`config.mk`:
```
export PLATFORM = sky130hd
export DESIGN_NAME = priority_delay_task_scheduler_flat
export DESIGN_NICKNAME = d
export VERILOG_FILES = /design/src/rtl/core/pdts_pkg.sv /design/src/rtl/core/pdts_if.sv /design/src/rtl/core/priority_delay_task_scheduler.sv /design/src/rtl/core/pdts_ram.sv /design/src/flat_wrapper.sv
export SDC_FILE = /design/constraint.sdc
export NUM_CORES = 1
export LEC_CHECK = 0
export BUFFER_PORTS_ARGS = -buffer_cell sky130_fd_sc_hd__buf_2
export CAP_MARGIN = 20
export CORE_MARGIN = 4
export CORE_UTILIZATION = 60
export CTS_CLUSTER_SIZE = 30
export DETAILED_ROUTE_END_ITERATION = 6
export PLACE_DENSITY = 0.75
export SLEW_MARGIN = 5
export SYNTH_ARGS = -nofsm -noshare
export SYNTH_HDL_FRONTEND = slang
export SYNTH_SLANG_ARGS = --single-unit
```
`constraint.sdc`:
```
create_clock -name clk -period 8.6 [get_ports clk]
set_input_delay 1.72 -clock clk [delete_from_list [all_inputs] [get_ports clk]]
set_output_delay 1.72 -clock clk [all_outputs]
set_load 0.02 [all_outputs]
```
`src/rtl/core/pdts_pkg.sv`:
```
// shared constants for the priority delay task scheduler
// no dependencies
package pdts_pkg;

  localparam logic [1:0] MODE_ENQUEUE  = 2'd0;
  localparam logic [1:0] MODE_DISPATCH = 2'd1;
  localparam logic [1:0] MODE_TICK     = 2'd2;
  localparam logic [1:0] MODE_RERUN    = 2'd3;

  localparam logic [1:0] STATUS_OK          = 2'd0;
  localparam logic [1:0] STATUS_READY_FULL  = 2'd1;
  localparam logic [1:0] STATUS_DELAY_FULL  = 2'd2;
  localparam logic [1:0] STATUS_NO_CURRENT  = 2'd3;

  localparam int PRIO_BITS  = 8;
  localparam int DELAY_BITS = 16;

endpackage

```
`src/rtl/core/pdts_if.sv`:
```
// event and result channels of the priority delay task scheduler
// no dependencies
interface pdts_req_if;
  logic        valid;
  logic        ready;
  logic [1:0]  mode;
  logic [7:0]  task_id;
  logic [7:0]  priority_req;
  logic [15:0] delay_ticks;
  modport source (output valid, mode, task_id, priority_req, delay_ticks, input ready);
  modport sink (input valid, mode, task_id, priority_req, delay_ticks, output ready);
endinterface

interface pdts_rsp_if;
  logic       valid;
  logic       ready;
  logic       dispatched_valid;
  logic [7:0] dispatched_task;
  logic [7:0] dispatched_priority;
  logic [4:0] ready_count;
  logic [4:0] delayed_count;
  logic [1:0] status;
  modport source (output valid, dispatched_valid, dispatched_task, dispatched_priority,
                  ready_count, delayed_count, status, input ready);
  modport sink (input valid, dispatched_valid, dispatched_task, dispatched_priority,
                ready_count, delayed_count, status, output ready);
endinterface

```
`src/rtl/core/priority_delay_task_scheduler.sv`:
```
// top level of the priority delay task scheduler
// depends on pdts_pkg, pdts_if and pdts_ram
//
// One event is taken at a time and yields one result beat. Both queues live in
// ring buffers in memory. A sorted insert walks back from the tail, reading
// each entry it moves in S_RINS and writing it one slot up in S_RINS_CHK. Each
// expired task found by a tick is put into the ready queue by such an insert.
// A new event is taken while a result beat waits on rsp; only the next beat
// stalls in S_DONE until that one is taken. Delays are kept as deadlines
// against a free-running tick counter, so a tick touches only expired entries.
module priority_delay_task_scheduler #(
  parameter int READY_DEPTH  = 16,
  parameter int DELAY_DEPTH  = 16,
  parameter int TASK_ID_BITS = 8
) (
  input logic clk,
  input logic rst,
  pdts_req_if.sink   req,
  pdts_rsp_if.source rsp
);
  localparam int PB  = pdts_pkg::PRIO_BITS;
  localparam int DB  = pdts_pkg::DELAY_BITS;
  localparam int RAW = $clog2(READY_DEPTH);
  localparam int DAW = $clog2(DELAY_DEPTH);
  localparam int RJW = $clog2(READY_DEPTH + 1);
  localparam int DJW = $clog2(DELAY_DEPTH + 1);
  localparam int RW  = TASK_ID_BITS + PB;
  localparam int DW  = TASK_ID_BITS + PB + DB;

  typedef enum logic [3:0] {
    S_IDLE, S_DECODE, S_RINS, S_RINS_CHK, S_DINS, S_DINS_CHK,
    S_DISP_WAIT, S_TICK_RD, S_TICK_CHK, S_DONE
  } state_t;

  state_t state;
  logic [RAW-1:0] rhead;
  logic [RJW-1:0] rfill, rj;
  logic [DAW-1:0] dhead;
  logic [DJW-1:0] dfill, dj;
  logic [DB-1:0]  now;
  logic [TASK_ID_BITS-1:0] cur_id, ins_id, req_id, dt;
  logic [PB-1:0]  cur_prio, ins_prio, req_prio, dp;
  logic           cur_valid, ins_tick, dv;
  logic [1:0]     req_mode, status;
  logic [DB-1:0]  req_delay;
  logic           out_valid;

  logic           r_we, d_we;
  logic [RAW-1:0] r_waddr, r_raddr;
  logic [DAW-1:0] d_waddr, d_raddr;
  logic [RW-1:0]  r_wdata, r_rdata;
  logic [DW-1:0]  d_wdata, d_rdata;

  logic [31:0] id_w, rfill_w, dfill_w, dt_w;
  logic [PB-1:0] rd_prio;
  logic [DB-1:0] rd_remain;

  function automatic logic [RAW-1:0] rwrap(input logic [RAW-1:0] b, input logic [RJW-1:0] o);
    logic [RJW:0] s;
    s = (RJW+1)'(b) + (RJW+1)'(o);
    if (s >= (RJW+1)'(READY_DEPTH)) s = s - (RJW+1)'(READY_DEPTH);
    return s[RAW-1:0];
  endfunction

  function automatic logic [DAW-1:0] dwrap(input logic [DAW-1:0] b, input logic [DJW-1:0] o);
    logic [DJW:0] s;
    s = (DJW+1)'(b) + (DJW+1)'(o);
    if (s >= (DJW+1)'(DELAY_DEPTH)) s = s - (DJW+1)'(DELAY_DEPTH);
    return s[DAW-1:0];
  endfunction

  pdts_ram #(.WIDTH(RW), .DEPTH(READY_DEPTH)) u_ready_ram (
    .clk(clk), .we(r_we), .waddr(r_waddr), .wdata(r_wdata), .raddr(r_raddr), .rdata(r_rdata)
  );
  pdts_ram #(.WIDTH(DW), .DEPTH(DELAY_DEPTH)) u_delay_ram (
    .clk(clk), .we(d_we), .waddr(d_waddr), .wdata(d_wdata), .raddr(d_raddr), .rdata(d_rdata)
  );

  assign id_w      = 32'(req.task_id);
  assign rfill_w   = 32'(rfill);
  assign dfill_w   = 32'(dfill);
  assign dt_w      = 32'(dt);
  assign rd_prio   = r_rdata[PB-1:0];
  assign rd_remain = d_rdata[DB-1:0] - now;
  assign req.ready = (state == S_IDLE);
  assign rsp.valid = out_valid;

  always_comb begin
    r_we    = 1'b0;
    r_waddr = rwrap(rhead, rj);
    r_wdata = {ins_id, ins_prio};
    r_raddr = rhead;
    d_we    = 1'b0;
    d_waddr = dwrap(dhead, dj);
    d_wdata = {cur_id, cur_prio, DB'(now + req_delay)};
    d_raddr = dhead;
    case (state)
      S_RINS: begin
        if (rfill != RJW'(READY_DEPTH)) begin
          if (rj == '0) begin
            r_we = 1'b1;
          end else begin
            r_raddr = rwrap(rhead, rj - RJW'(1));
          end
        end
      end
      S_RINS_CHK: begin
        r_we = 1'b1;
        if (rd_prio > ins_prio) begin
          r_wdata = r_rdata;
        end
      end
      S_DINS: begin
        if (dfill != DJW'(DELAY_DEPTH)) begin
          if (dj == '0) begin
            d_we = 1'b1;
          end else begin
            d_raddr = dwrap(dhead, dj - DJW'(1));
          end
        end
      end
      S_DINS_CHK: begin
        d_we = 1'b1;
        if (rd_remain > req_delay) begin
          d_wdata = d_rdata;
        end
      end
      default: begin
      end
    endcase
  end

  always_ff @(posedge clk) begin
    if (rst) begin
      state     <= S_IDLE;
      rhead     <= '0;
      rfill     <= '0;
      dhead     <= '0;
      dfill     <= '0;
      now       <= '0;
      cur_id    <= '0;
      cur_prio  <= '0;
      cur_valid <= 1'b0;
      out_valid <= 1'b0;
    end else begin
      if (out_valid && rsp.ready && state != S_DONE) begin
        out_valid <= 1'b0;
      end
      case (state)
        S_IDLE: begin
          if (req.valid) begin
            req_mode  <= req.mode;
            req_id    <= id_w[TASK_ID_BITS-1:0];
            req_prio  <= req.priority_req;
            req_delay <= req.delay_ticks;
            status    <= pdts_pkg::STATUS_OK;
            dv        <= 1'b0;
            dt        <= '0;
            dp        <= '0;
            state     <= S_DECODE;
          end
        end
        S_DECODE: begin
          case (req_mode)
            pdts_pkg::MODE_ENQUEUE: begin
              ins_id   <= req_id;
              ins_prio <= req_prio;
              ins_tick <= 1'b0;
              rj       <= rfill;
              state    <= S_RINS;
            end
            pdts_pkg::MODE_DISPATCH: begin
              state <= (rfill == '0) ? S_DONE : S_DISP_WAIT;
            end
            pdts_pkg::MODE_TICK: begin
              now   <= now + DB'(1);
              state <= S_TICK_RD;
            end
            default: begin
              if (!cur_valid) begin
                status <= pdts_pkg::STATUS_NO_CURRENT;
                state  <= S_DONE;
              end else if (req_delay == '0) begin
                ins_id   <= cur_id;
                ins_prio <= cur_prio;
                ins_tick <= 1'b0;
                rj       <= rfill;
                state    <= S_RINS;
              end else begin
                dj    <= dfill;
                state <= S_DINS;
              end
            end
          endcase
        end
        S_RINS: begin
          if (rfill == RJW'(READY_DEPTH)) begin
            status <= pdts_pkg::STATUS_READY_FULL;
            state  <= ins_tick ? S_TICK_RD : S_DONE;
          end else if (rj == '0) begin
            rfill <= rfill + RJW'(1);
            state <= ins_tick ? S_TICK_RD : S_DONE;
          end else begin
            state <= S_RINS_CHK;
          end
        end
        S_RINS_CHK: begin
          if (rd_prio > ins_prio) begin
            rj    <= rj - RJW'(1);
            state <= S_RINS;
          end else begin
            rfill <= rfill + RJW'(1);
            state <= ins_tick ? S_TICK_RD : S_DONE;
          end
        end
        S_DINS: begin
          if (dfill == DJW'(DELAY_DEPTH)) begin
            status <= pdts_pkg::STATUS_DELAY_FULL;
            state  <= S_DONE;
          end else if (dj == '0) begin
            dfill <= dfill + DJW'(1);
            state <= S_DONE;
          end else begin
            state <= S_DINS_CHK;
          end
        end
        S_DINS_CHK: begin
          if (rd_remain > req_delay) begin
            dj    <= dj - DJW'(1);
            state <= S_DINS;
          end else begin
            dfill <= dfill + DJW'(1);
            state <= S_DONE;
          end
        end
        S_DISP_WAIT: begin
          cur_id    <= r_rdata[RW-1:PB];
          cur_prio  <= rd_prio;
          cur_valid <= 1'b1;
          dv        <= 1'b1;
          dt        <= r_rdata[RW-1:PB];
          dp        <= rd_prio;
          rhead     <= rwrap(rhead, RJW'(1));
          rfill     <= rfill - RJW'(1);
          state     <= S_DONE;
        end
        S_TICK_RD: begin
          state <= (dfill == '0) ? S_DONE : S_TICK_CHK;
        end
        S_TICK_CHK: begin
          if (rd_remain == '0) begin
            dhead    <= dwrap(dhead, DJW'(1));
            dfill    <= dfill - DJW'(1);
            ins_id   <= d_rdata[DW-1:PB+DB];
            ins_prio <= d_rdata[PB+DB-1:DB];
            ins_tick <= 1'b1;
            rj       <= rfill;
            state    <= S_RINS;
          end else begin
            state <= S_DONE;
          end
        end
        S_DONE: begin
          if (!out_valid || rsp.ready) begin
            out_valid               <= 1'b1;
            rsp.dispatched_valid    <= dv;
            rsp.dispatched_task     <= dt_w[7:0];
            rsp.dispatched_priority <= dp;
            rsp.ready_count         <= rfill_w[4:0];
            rsp.delayed_count       <= dfill_w[4:0];
            rsp.status              <= status;
            state                   <= S_IDLE;
          end
        end
        default: begin
          state <= S_IDLE;
        end
      endcase
    end
  end
endmodule

```
`src/rtl/core/pdts_ram.sv`:
```
// generic ram, one write port, one read port with registered read data
// no dependencies
module pdts_ram #(
  parameter int WIDTH = 16,
  parameter int DEPTH = 16
) (
  input  logic                     clk,
  input  logic                     we,
  input  logic [$clog2(DEPTH)-1:0] waddr,
  input  logic [WIDTH-1:0]         wdata,
  input  logic [$clog2(DEPTH)-1:0] raddr,
  output logic [WIDTH-1:0]         rdata
);
  logic [WIDTH-1:0] mem [DEPTH];

  always_ff @(posedge clk) begin
    if (we) begin
      mem[waddr] <= wdata;
    end
    rdata <= mem[raddr];
  end
endmodule
```
`src/flat_wrapper.sv`:
```
// flat-port wrapper written by rule: the top's interface ports become plain ports
module priority_delay_task_scheduler_flat 
#(
  parameter int READY_DEPTH  = 16,
  parameter int DELAY_DEPTH  = 16,
  parameter int TASK_ID_BITS = 8
)
  (clk, rst, req_valid, req_mode, req_task_id, req_priority_req, req_delay_ticks, req_ready, rsp_valid, rsp_dispatched_valid, rsp_dispatched_task, rsp_dispatched_priority, rsp_ready_count, rsp_delayed_count, rsp_status, rsp_ready);
  pdts_req_if req_i ();
  pdts_rsp_if rsp_i ();
  input logic clk;
  input logic rst;
  input wire logic [$bits(req_i.valid)-1:0] req_valid;
  input wire logic [$bits(req_i.mode)-1:0] req_mode;
  input wire logic [$bits(req_i.task_id)-1:0] req_task_id;
  input wire logic [$bits(req_i.priority_req)-1:0] req_priority_req;
  input wire logic [$bits(req_i.delay_ticks)-1:0] req_delay_ticks;
  output wire logic [$bits(req_i.ready)-1:0] req_ready;
  output wire logic [$bits(rsp_i.valid)-1:0] rsp_valid;
  output wire logic [$bits(rsp_i.dispatched_valid)-1:0] rsp_dispatched_valid;
  output wire logic [$bits(rsp_i.dispatched_task)-1:0] rsp_dispatched_task;
  output wire logic [$bits(rsp_i.dispatched_priority)-1:0] rsp_dispatched_priority;
  output wire logic [$bits(rsp_i.ready_count)-1:0] rsp_ready_count;
  output wire logic [$bits(rsp_i.delayed_count)-1:0] rsp_delayed_count;
  output wire logic [$bits(rsp_i.status)-1:0] rsp_status;
  input wire logic [$bits(rsp_i.ready)-1:0] rsp_ready;
  assign req_i.valid = req_valid;
  assign req_i.mode = req_mode;
  assign req_i.task_id = req_task_id;
  assign req_i.priority_req = req_priority_req;
  assign req_i.delay_ticks = req_delay_ticks;
  assign req_ready = req_i.ready;
  assign rsp_valid = rsp_i.valid;
  assign rsp_dispatched_valid = rsp_i.dispatched_valid;
  assign rsp_dispatched_task = rsp_i.dispatched_task;
  assign rsp_dispatched_priority = rsp_i.dispatched_priority;
  assign rsp_ready_count = rsp_i.ready_count;
  assign rsp_delayed_count = rsp_i.delayed_count;
  assign rsp_status = rsp_i.status;
  assign rsp_i.ready = rsp_ready;
  priority_delay_task_scheduler #(.READY_DEPTH(READY_DEPTH), .DELAY_DEPTH(DELAY_DEPTH), .TASK_ID_BITS(TASK_ID_BITS)) u_core (.clk(clk), .rst(rst), .req(req_i), .rsp(rsp_i));
endmodule
```
# Word-level counts from Yosys, hierarchy flattened
# Memories as Yosys holds them, arrays and structs flattened. A register that Yosys moved wholly into a read port is not among the register bits.
# Cells that the tools add are included.
# word_totals
regBits	165
latch_bits	0
ram_bits	768
romBits	0
inputBits	38
output_inout_bits	31
mem_count	2
# mem_list
memory	depth	word_bits	rd	rd_ports_with_merged_regs	write_ports	line	rtl
u_core.u_delay_ram.mem	16	32	1	1	1	pdts_ram.sv:14	logic [WIDTH-1:0] mem [DEPTH];
u_core.u_ready_ram.mem	16	16	1	1	1	pdts_ram.sv:14	
# op_classes
add_sub_neg	21
mul	0
div	0
magnitude_cmp	8
n_eq_ne	36
shift	0
mux	91
n_bitwise	1
n_reduce_logical	33
# ops
cell	n
$mux W4	24
$pmux W8 S2	6
$mux W5	15
$mux W32	2
$mux W8	7
$pmux W5 S3	3
$pmux W4 S10	1
$logic_not A16 Y1	2
$mux W16	2
$add A4 B5 Y6	4
$ge A6 B5 Y1 const B	4
$sub A4 B1 Y4 const B	6
$logic_not A5 Y1	4
$pmux W5 S2	2
$sub A5 B1 Y5 const B	4
$ne A2 B1 Y1 const B	9
$ne A2 B2 Y1 const B	9
$add A16 B1 Y16 const B	1
$add A16 B16 Y16	1
$eq A4 B3 Y1 const B	4
$gt A16 B16 Y1	1
$mux W1	16
$sub A16 B16 Y16	1
$reduce_and A7 Y1	2
other kinds (34)	60

# Depth between registers and ports, before layout
# Gate-level depths: netlist (run 1).
# logic_depth
depth_word	7
ltp_mapped	18

# Modules after synthesis
# Synthesis (run 1) repeated with hierarchy kept, for this count alone.
# hier_totals
hier_cells	2331
hier_area_um2	40119.7
# by_module_without_submodules
module	instances	cells_each	area_per_inst_um2	seq_area_each_um2
pdts_ram (u_core.u_delay_ram)	1	838	19854.0	16015.4
priority_delay_task_scheduler	1	1061	10223.6	4394.2
pdts_ram (u_core.u_ready_ram)	1	432	10042.1	8007.7

# Worst setup path before layout (run 1)
# Ideal clock, no wire load.
# synth_path
path_type	flip-flop to flip-flop
from	register u_core.now[1]
to	memory u_core.u_delay_ram.mem[0][7] (netlist name) (data pin)
setup_time_ns	0.296
arrival_ns	4.325
t_required_ns	8.304
setup_slack_ns	3.979
path_stages_with_launch	17
path_buffers	2
cell_sequence	dfxtp_1 > inv_1 > ha_1 > nand2b_1 > a211o_1 > and4_1 > or4_4 > ha_1 > a21o_1 > a21o_1 > a21o_1 > a21oi_1 > o221ai_1 > nand3_1 > clkbuf_1 > clkbuf_1 > mux2i_1
# synth_via
elab_chain_len	4
# synth_lines
element	line	rtl
start: declaration	priority_delay_task_scheduler.sv:40	logic [DB-1:0] now;
start signal: assignment	priority_delay_task_scheduler.sv:176	now <= now + DB'(1);
$sub A16 B16 Y16	priority_delay_task_scheduler.sv:84	assign rd_remain = d_rdata[DB-1:0] - now;
$gt A16 B16 Y1	priority_delay_task_scheduler.sv:124	if (rd_remain > req_delay) begin
$mux W32	priority_delay_task_scheduler.sv:124	
$mux W32 (*)	priority_delay_task_scheduler.sv:97	case (state)
via u_core.d_wdata[7]	priority_delay_task_scheduler.sv:52	logic [DW-1:0] d_wdata, d_rdata;
end: declaration	pdts_ram.sv:14	
# The timed path passes the listed nets; every way through them passes the cells marked *.

# Final worst setup path (run 1)
# layout_path
from	register u_core.now[5]
to	memory u_core.u_delay_ram.mem[12][1] (netlist name) (data pin)
# layout_via
elab_chain_len	4
# layout_lines
element	line
$sub A16 B16 Y16	priority_delay_task_scheduler.sv:84
$gt A16 B16 Y1	priority_delay_task_scheduler.sv:124
$mux W32	priority_delay_task_scheduler.sv:124
$mux W32	priority_delay_task_scheduler.sv:97
via u_core.d_wdata[1]	priority_delay_task_scheduler.sv:52
# The timed path passes the listed nets, and every way through them passes these cells.

==> results.md, run 1 <==
- Clock Sinks: 981
- Reg2reg end: u_core.u_delay_ram.mem[12][1]
- Post-Synthesis Cells: 2769
- Die Height: 267 µm
- Placed instance area: 0.0419 mm²
- Layout Nets: roughly 3000
- R2R cell count: 14
- Net load switching power: 2.24 mW
- Minimum clock period: 5.61 ns
- Slowest CP cell: a21oi_1
- Drt pass-1 iters: 5
- Clock-pin slew on the worst setup and hold paths: 0.07 ns
- DRC violations left: 0
- Hold Path End: u_core.rsp.dispatched_task[2]
- Worst slew margin: between 20% and 30%
- Area growth syn-to-layout: 11.7%
- CP Max Fanout: 47
- Clock share of power: about two fifths
- Die area: 0.0714 mm²
- EDFF count, synth: 877
- Lkg Pwr: 16.0 nW
- FP Rows: 94
- Fin crit share: between 60 and 70%
- Cell area after layout: 0.0450 mm²
- Core Util, Final: 68.0%
- Post-cts gate resize count: 0
- Most used cell, CP: a21o_1
- WL/cell: 27.2 µm
- CTS tree: yes
- Syn nets: 2896
- Hold WC Path Type: flip-flop to flip-flop
- Register Area: 0.0284 mm²
- Crit path capture type: flip-flop
- Critical Path Start Type: flip-flop
- FMAX: roughly 0.18 GHz
- Grt ovf: 0
- R2R Setup Slk: 2.99 ns
- Final Hold Fails: 0
- Area of the multi-input gates: 0.0113 mm²
- Synth Flop Type: edfxtp_1
- CP peak stage delay: 1.20 ns
- # H-tree levels: 3
- Initial antenna violation count: 0
- Filler cells: 4323
- Pre-CTS setup slack: 3.16 ns
- # Post-CTS Setup Buffers: 0
- Largest area contributor in the netlist: edfxtp_1
- Via count: 24500
- # IOs: 69
- Core area: between 0.06 and 0.07 mm²
- Vias in the first global route: 24200
- Mapped Area: 0.0403 mm²
- Final ANT Viol Nets: 0
- Sw Ratio: between 20% and 30%
- ANT cells: 0
- Area contributors post-synth: edfxtp_1, mux4_2, dfxtp_1, nand2_1, ha_1
- Starting Density: 60.8%
- First-pass GRT wire length: 153 mm
- Top-area cell type share of the netlist area: 65.4%
- Power Dens Cells: roughly 220 mW/mm²
- Fin worst setup slack: 2.99 ns
- Yosys warning count: 0
- Final hold slack: 0.420 ns
- CTS Hold Bufs: 0
- Fin Clk Skew: around 0.023 ns
- Internal power: between 7 and 8 mW
- Slew Limit Fails: 0
- Number of DRC markers in iteration 0: 2980
- Critical Path RT: just under 9 ns
- Longest Clk Path Bufs: 3
- Worst-margin pin slew: about 1.2 ns
- Syn_area_per_cell: 14.6 µm²
- HPWL after DPL: 61.2 mm
- Vias/cell: approximately 6.4
- CP Data Arrival Time: 5.90 ns
- Largest net degree at the start of global routing: 147
- VDD IR max: 0.000154 V
- Crit-path cells: inv_1, ha_1, o21a_1, o21ai_0, a2111oi_0, or4_4, ha_1, a21o_1, a21o_1, a21o_1, a21oi_1, o221ai_1, nand3_4, a21oi_1
- Distinct cells, synth: 69
- HP Start: u_core.dt[2]
- DIE WIDTH: about 270 µm
- GRT Overall Usage: 29.0%
- Buffers on Ports: 68
- TritonCTS Buffers: 93
- Logic pwr share: between 5 and 6%
- CP Class: flip-flop to flip-flop
- Layout cells sized above 1: 15.2%
- Final setup fails: 0
- Post-synthesis register bit count: about 1000
- Root Driver: clkbuf_16
- Seq pwr share: 53.1%
- Reg2reg start: u_core.now[5]
- CP Buf/Inv Count: 1
- Setup TNS: 0 ns
- Outcome: finished clean
- Gp weighted congestion: 0.901
- Routed WL: 104 mm
- Ys async rst share: 0%
- Clk_lat worst skew: 0.67 ns
- Min-Delay Path Depth: 0
- Max cap viols: 0
- RSZ-0062 raised after global routing: false
- Seq/Total Area, Yosys: 70.5%
- Most common cell after layout, fill and taps aside: edfxtp_1
- Worst path top cell family by delay: compound AO/OA/AOI/OAI gates
- Most frequent cells in the layout: edfxtp_1, nand2_1, nand3_1
## area by class of cell
cell class	instances	share of cell area [%]
flip-flops and latches	981	63.1
multi-input cells	1568	25.1
clock buffers	119	5.43
well taps	864	2.40
repair buffers	125	1.73
clock inverters	56	1.41
inverters	98	0.817
## worst max-delay path by stage
stage	from	end	slack [ns]	cells past startpoint
4_1_cts	u_core.now[5]	u_core.u_delay_ram.mem[11][2]	3.06	14
3_3_place_gp	u_core.now[5]	u_core.u_delay_ram.mem[15][4]	3.36	14
2_1_floorplan	u_core.now[1]	u_core.u_delay_ram.mem[0][7]	3.98	16
6_report	u_core.now[5]	u_core.u_delay_ram.mem[12][1]	2.99	14
3_5_place_dp	u_core.now[5]	u_core.u_delay_ram.mem[13][1]	3.16	14
5_1_grt	u_core.now[1]	u_core.u_delay_ram.mem[3][1]	2.77	14
## per-layer routing
metal  vias to the layer above  global-route usage (%)  share of wire, %
li1                      10600                       -                 -
met1                     12200                    38.6                37
met2                      1360                    48.1                49
met3                       265                    5.03               9.0
met4                         0                    12.3               4.4
met5                         -                       0                 0
## flip-flops by register name, indices dropped and copies added (netlist names), 8 cells and up
name	flops
u_core.req_prio	8
u_core.u_ready_ram.mem	256
u_core.dp	8
u_core.cur_id	8
u_core.ins_prio	8
u_core.rsp.dispatched_priority	8
u_core.u_delay_ram.rdata	32
u_core.rsp.dispatched_task	8
u_core.u_ready_ram.rdata	16
u_core.ins_id	8
u_core.req_delay	16
u_core.dt	8
u_core.now	16
u_core.req_id	8
u_core.u_delay_ram.mem	512
u_core.cur_prio	8
## through the flow
stage | instances | power [mW]
global route | 3811 | 10.4
detailed placement | 3636 | 6.03
floorplan | 2769 | 5.81
finish | 3811 | 10.1
global placement | 3636 | 6.01
CTS | 3811 | 10.1
## power by group through the flow
stage / sequential, mW / combinational [mW] / clock [mW]
3_3_place_gp: 5.45 / 0.564 / 0
5_1_grt: 5.35 / 0.647 / 4.39
4_1_cts: 5.35 / 0.587 / 4.18
2_1_floorplan: 5.41 / 0.404 / 0
6_report: 5.35 / 0.594 / 4.13
3_5_place_dp: 5.45 / 0.580 / 0
## cells in the mapped netlist (12+ instances only)
cell type / instances
buf_1: 16
nand2_1: 459
dfxtp_1: 104
o21ai_0: 62
mux4_2: 96
mux2i_1: 56
xnor2_1: 42
clkbuf_1: 89
nor3_1: 30
a21oi_1: 93
buf_2: 16
edfxtp_1: 877
or3_1: 12
a32oi_1: 32
a21o_1: 23
nand4_1: 57
nor2_1: 132
mux2_2: 40
xor2_1: 24
a22oi_1: 48
inv_1: 97
ha_1: 81
nand3_1: 145
## logic make-up after synthesis
group,Yosys count,share of synthesized area (%)
AND/OR/NAND/NOR,899,9.88
buffers and inverters,220,2.11
multiplexers,192,7.88
adder cells (fa/ha/maj),89,2.91
XOR/XNOR,66,1.43
flip-flops,981,70.5
AO/OA/AOI/OAI,322,5.25
Power figures use the tool's default switching activity.
==> run 2, diff against run 1 <==
CORE_UTILIZATION = 57   (was 60)
PLACE_DENSITY = 0.74   (was 0.75)
clock period = 4.6 ns   (was 8.6 ns; I/O delays follow)
==> run 2 against run 1 <==
The run now ends with design-rule violations left. Sequential power grew 87%. Sequential share of layout area shrank 0.87 points. Hold slack lost 0.0032 ns. Final area grew 1.4%. First-iteration DRC count shrank 5.6%. Total power grew 87%. Worst setup slack lost 2.9 ns. Clock skew grew 0.0052 ns. Largest cell class unchanged.
==> results.md, run 2 (synthesized netlist as in run 1, its figures left out) <==
- Outcome: finished with violations (was finished clean)
- Failing checks: design-rule violations
- ANT cells: 0 (unchanged)
- Number of DRC markers in iteration 0: 2813 (was 2980)
- Final Hold Fails: 0 (unchanged)
- Fin crit share: 97.8% (was 65.3%)
- Lkg Pwr: 16.3 nW (was 16.0 nW)
- Drt pass-1 iters: 7 (was 5)
- Hold WC Path Type: flip-flop to flip-flop (unchanged)
- Grt ovf: 0 (unchanged)
- Worst slew margin: 32.2% (was 21.2%)
- TritonCTS Buffers: 96 (was 93)
- CP Class: flip-flop to flip-flop (unchanged)
- FP Rows: 97 (was 94)
- Critical Path RT: 4.95 ns (was 8.89 ns)
- R2R cell count: 16 (was 14)
- GRT Overall Usage: 25.6% (was 29.0%)
- VDD IR max: 0.000274 V (was 0.000154 V)
- CP Data Arrival Time: 4.85 ns (was 5.90 ns)
- Initial antenna violation count: 0 (unchanged)
- Max cap viols: 0 (unchanged)
- Critical Path Source: u_core.now[2] (was u_core.now[5])
- Core area: 0.0700 mm² (was 0.0662 mm²)
- First-pass GRT wire length: 145 mm (was 153 mm)
- Longest Clk Path Bufs: 3 (unchanged)
- # H-tree levels: 3 (unchanged)
- Final ANT Viol Nets: 0 (unchanged)
- Die area: 0.0750 mm² (was 0.0714 mm²)
- DIE WIDTH: 274 µm (was 267 µm)
- Via count: 24200 (was 24500)
- # IOs: 69 (unchanged)
- Routed WL: 95.7 mm (was 104 mm)
- Most common cell after layout, fill and taps aside: edfxtp_1 (unchanged)
- FMAX: 0.222 GHz (was 0.178 GHz)
- WL/cell: 24.3 µm (was 27.2 µm)
- Min-Delay Path Depth: 0 (unchanged)
- Root Driver: clkbuf_16 (unchanged)
- Clk_lat worst skew: 0.65 ns (was 0.67 ns)
- Clock Sinks: 981 (unchanged)
- CP Max Fanout: 21 (was 47)
- Reg2reg end: u_core.u_delay_ram.mem[12][20] (was u_core.u_delay_ram.mem[12][1])
- DRC violations left: 1 (was 0)
- Starting Density: 57.5% (was 60.8%)
- Layout Nets: 3037 (was 2994)
- Crit path capture type: flip-flop (unchanged)
- Filler cells: 4725 (was 4323)
- CTS Hold Bufs: 0 (unchanged)
- Fin Clk Skew: 0.0284 ns (was 0.0233 ns)
- Reg2reg start: u_core.now[2] (was u_core.now[5])
- HPWL after DPL: 56.3 mm (was 61.2 mm)
- Top reg by flops: u_core.u_delay_ram.mem (unchanged)
- Clock-pin slew on the worst setup and hold paths: 0.06 ns (was 0.07 ns)
- Minimum clock period: 4.50 ns (was 5.61 ns)
- Die Height: 274 µm (was 267 µm)
- Gp weighted congestion: 0.883 (was 0.901)
- CTS tree: yes (unchanged)
- R2R Setup Slk: 0.10 ns (was 2.99 ns)
- Layout cells sized above 1: 16.5% (was 15.2%)
- Final setup fails: 0 (unchanged)
- Most frequent cells in the layout: edfxtp_1, nand2_1, nand3_1 (unchanged)
- Vias in the first global route: 24200 (about the same)
- Vias/cell: 6.15 (was 6.42)
- Area growth syn-to-layout: 13.3% (was 11.7%)
- Biggest registers after layout: u_core.u_delay_ram.mem x512, u_core.u_ready_ram.mem x256, u_core.u_delay_ram.rdata x32 (unchanged)
- Largest net degree at the start of global routing: 97 (was 147)
- Buffers on Ports: 68 (unchanged)
- Power Dens Cells: 412 mW/mm² (was 224 mW/mm²)
- Total power: 18.8 mW (was 10.1 mW)
- Critical Path Start Type: flip-flop (unchanged)
- Setup TNS: 0 ns (unchanged)
- Max reg flops: 512 (unchanged)
- Slew Limit Fails: 0 (unchanged)
- Worst-margin pin slew: 1.01 ns (was 1.18 ns)
- Hold Path End: u_core.rsp.dispatched_task[1] (was u_core.rsp.dispatched_task[2])
- HP Start: u_core.dt[1] (was u_core.dt[2])
- RSZ-0062 raised after global routing: true (was false)
run 2: power by group:
part | switching, mW | internal (mW)
clock | 3.32 | 4.39
combinational | 0.735 | 0.398
sequential | 0.103 | 9.87
run 2: layout make-up:
cell class / count / area [µm²] / area share, %
Tap cell: 940 / 1180 / 2.58
Multi-Input combinational cell: 1568 / 11300 / 24.8
Inverter: 98 / 368 / 0.806
Clock inverter: 45 / 454 / 0.995
Clock buffer: 135 / 2680 / 5.87
Timing Repair Buffer: 165 / 1210 / 2.65
Sequential cell: 981 / 28400 / 62.3
run 2: stage by stage:
stage / setup slack (ns) / util (%) / std cells / cell area, µm² / hold slack, ns
after floorplan: -0.00594 / - / 2769 / 40300 / 0.400
after global placement: 0.104 / 60.5 / 3751 / 42400 / 0.408
after detailed placement: -0.102 / 60.5 / 3751 / 42400 / 0.405
after CTS: 0.0199 / 65.0 / 3931 / 45600 / 0.396
after global routing: -0.0603 / 65.2 / 3932 / 45600 / 0.404
final: 0.103 / 65.2 / 3932 / 45600 / 0.417
run 2: worst max path at each step:
stage	slack [ns]	endpoint
finish	0.10	u_core.u_delay_ram.mem[12][20]
global route	-0.06	u_core.u_delay_ram.mem[9][18]
CTS	0.02	u_core.u_delay_ram.mem[13][23]
detailed placement	-0.10	u_core.u_delay_ram.mem[11][1]
global placement	0.10	u_core.u_delay_ram.mem[12][9]
floorplan	-0.006	u_core.u_delay_ram.mem[0][10]
run 2: what timing repair did:
action                                  in CTS  in global routing
resized for setup                            7                 15
setup buffers                                0                  0
endpoints found under the setup margin     112                501
run 2: worst max-delay path, stage by stage, from the launching register on:
cell and delay [ns]:
dfxtp_1 0.36, inv_1 0.09, ha_1 0.34, nor2_1 0.08
a211o_1 0.37, and4_1 0.21, or4_4 0.53, ha_1 0.32
a21o_1 0.17, a21o_1 0.18, a21o_1 0.18, a21oi_1 0.18
o221ai_2 0.16, nand3_2 0.13, buf_12 0.19, buf_6 0.20
mux2_2 0.47
run 2: metal layers:
layer,global-route usage (%),vias up,routed length [µm]
met3,3.94,177,7330
met1,33.2,12200,36300
met5,0,-,0
met4,8.19,0,2630
li1,-,10700,-
met2,44.7,1127,49500
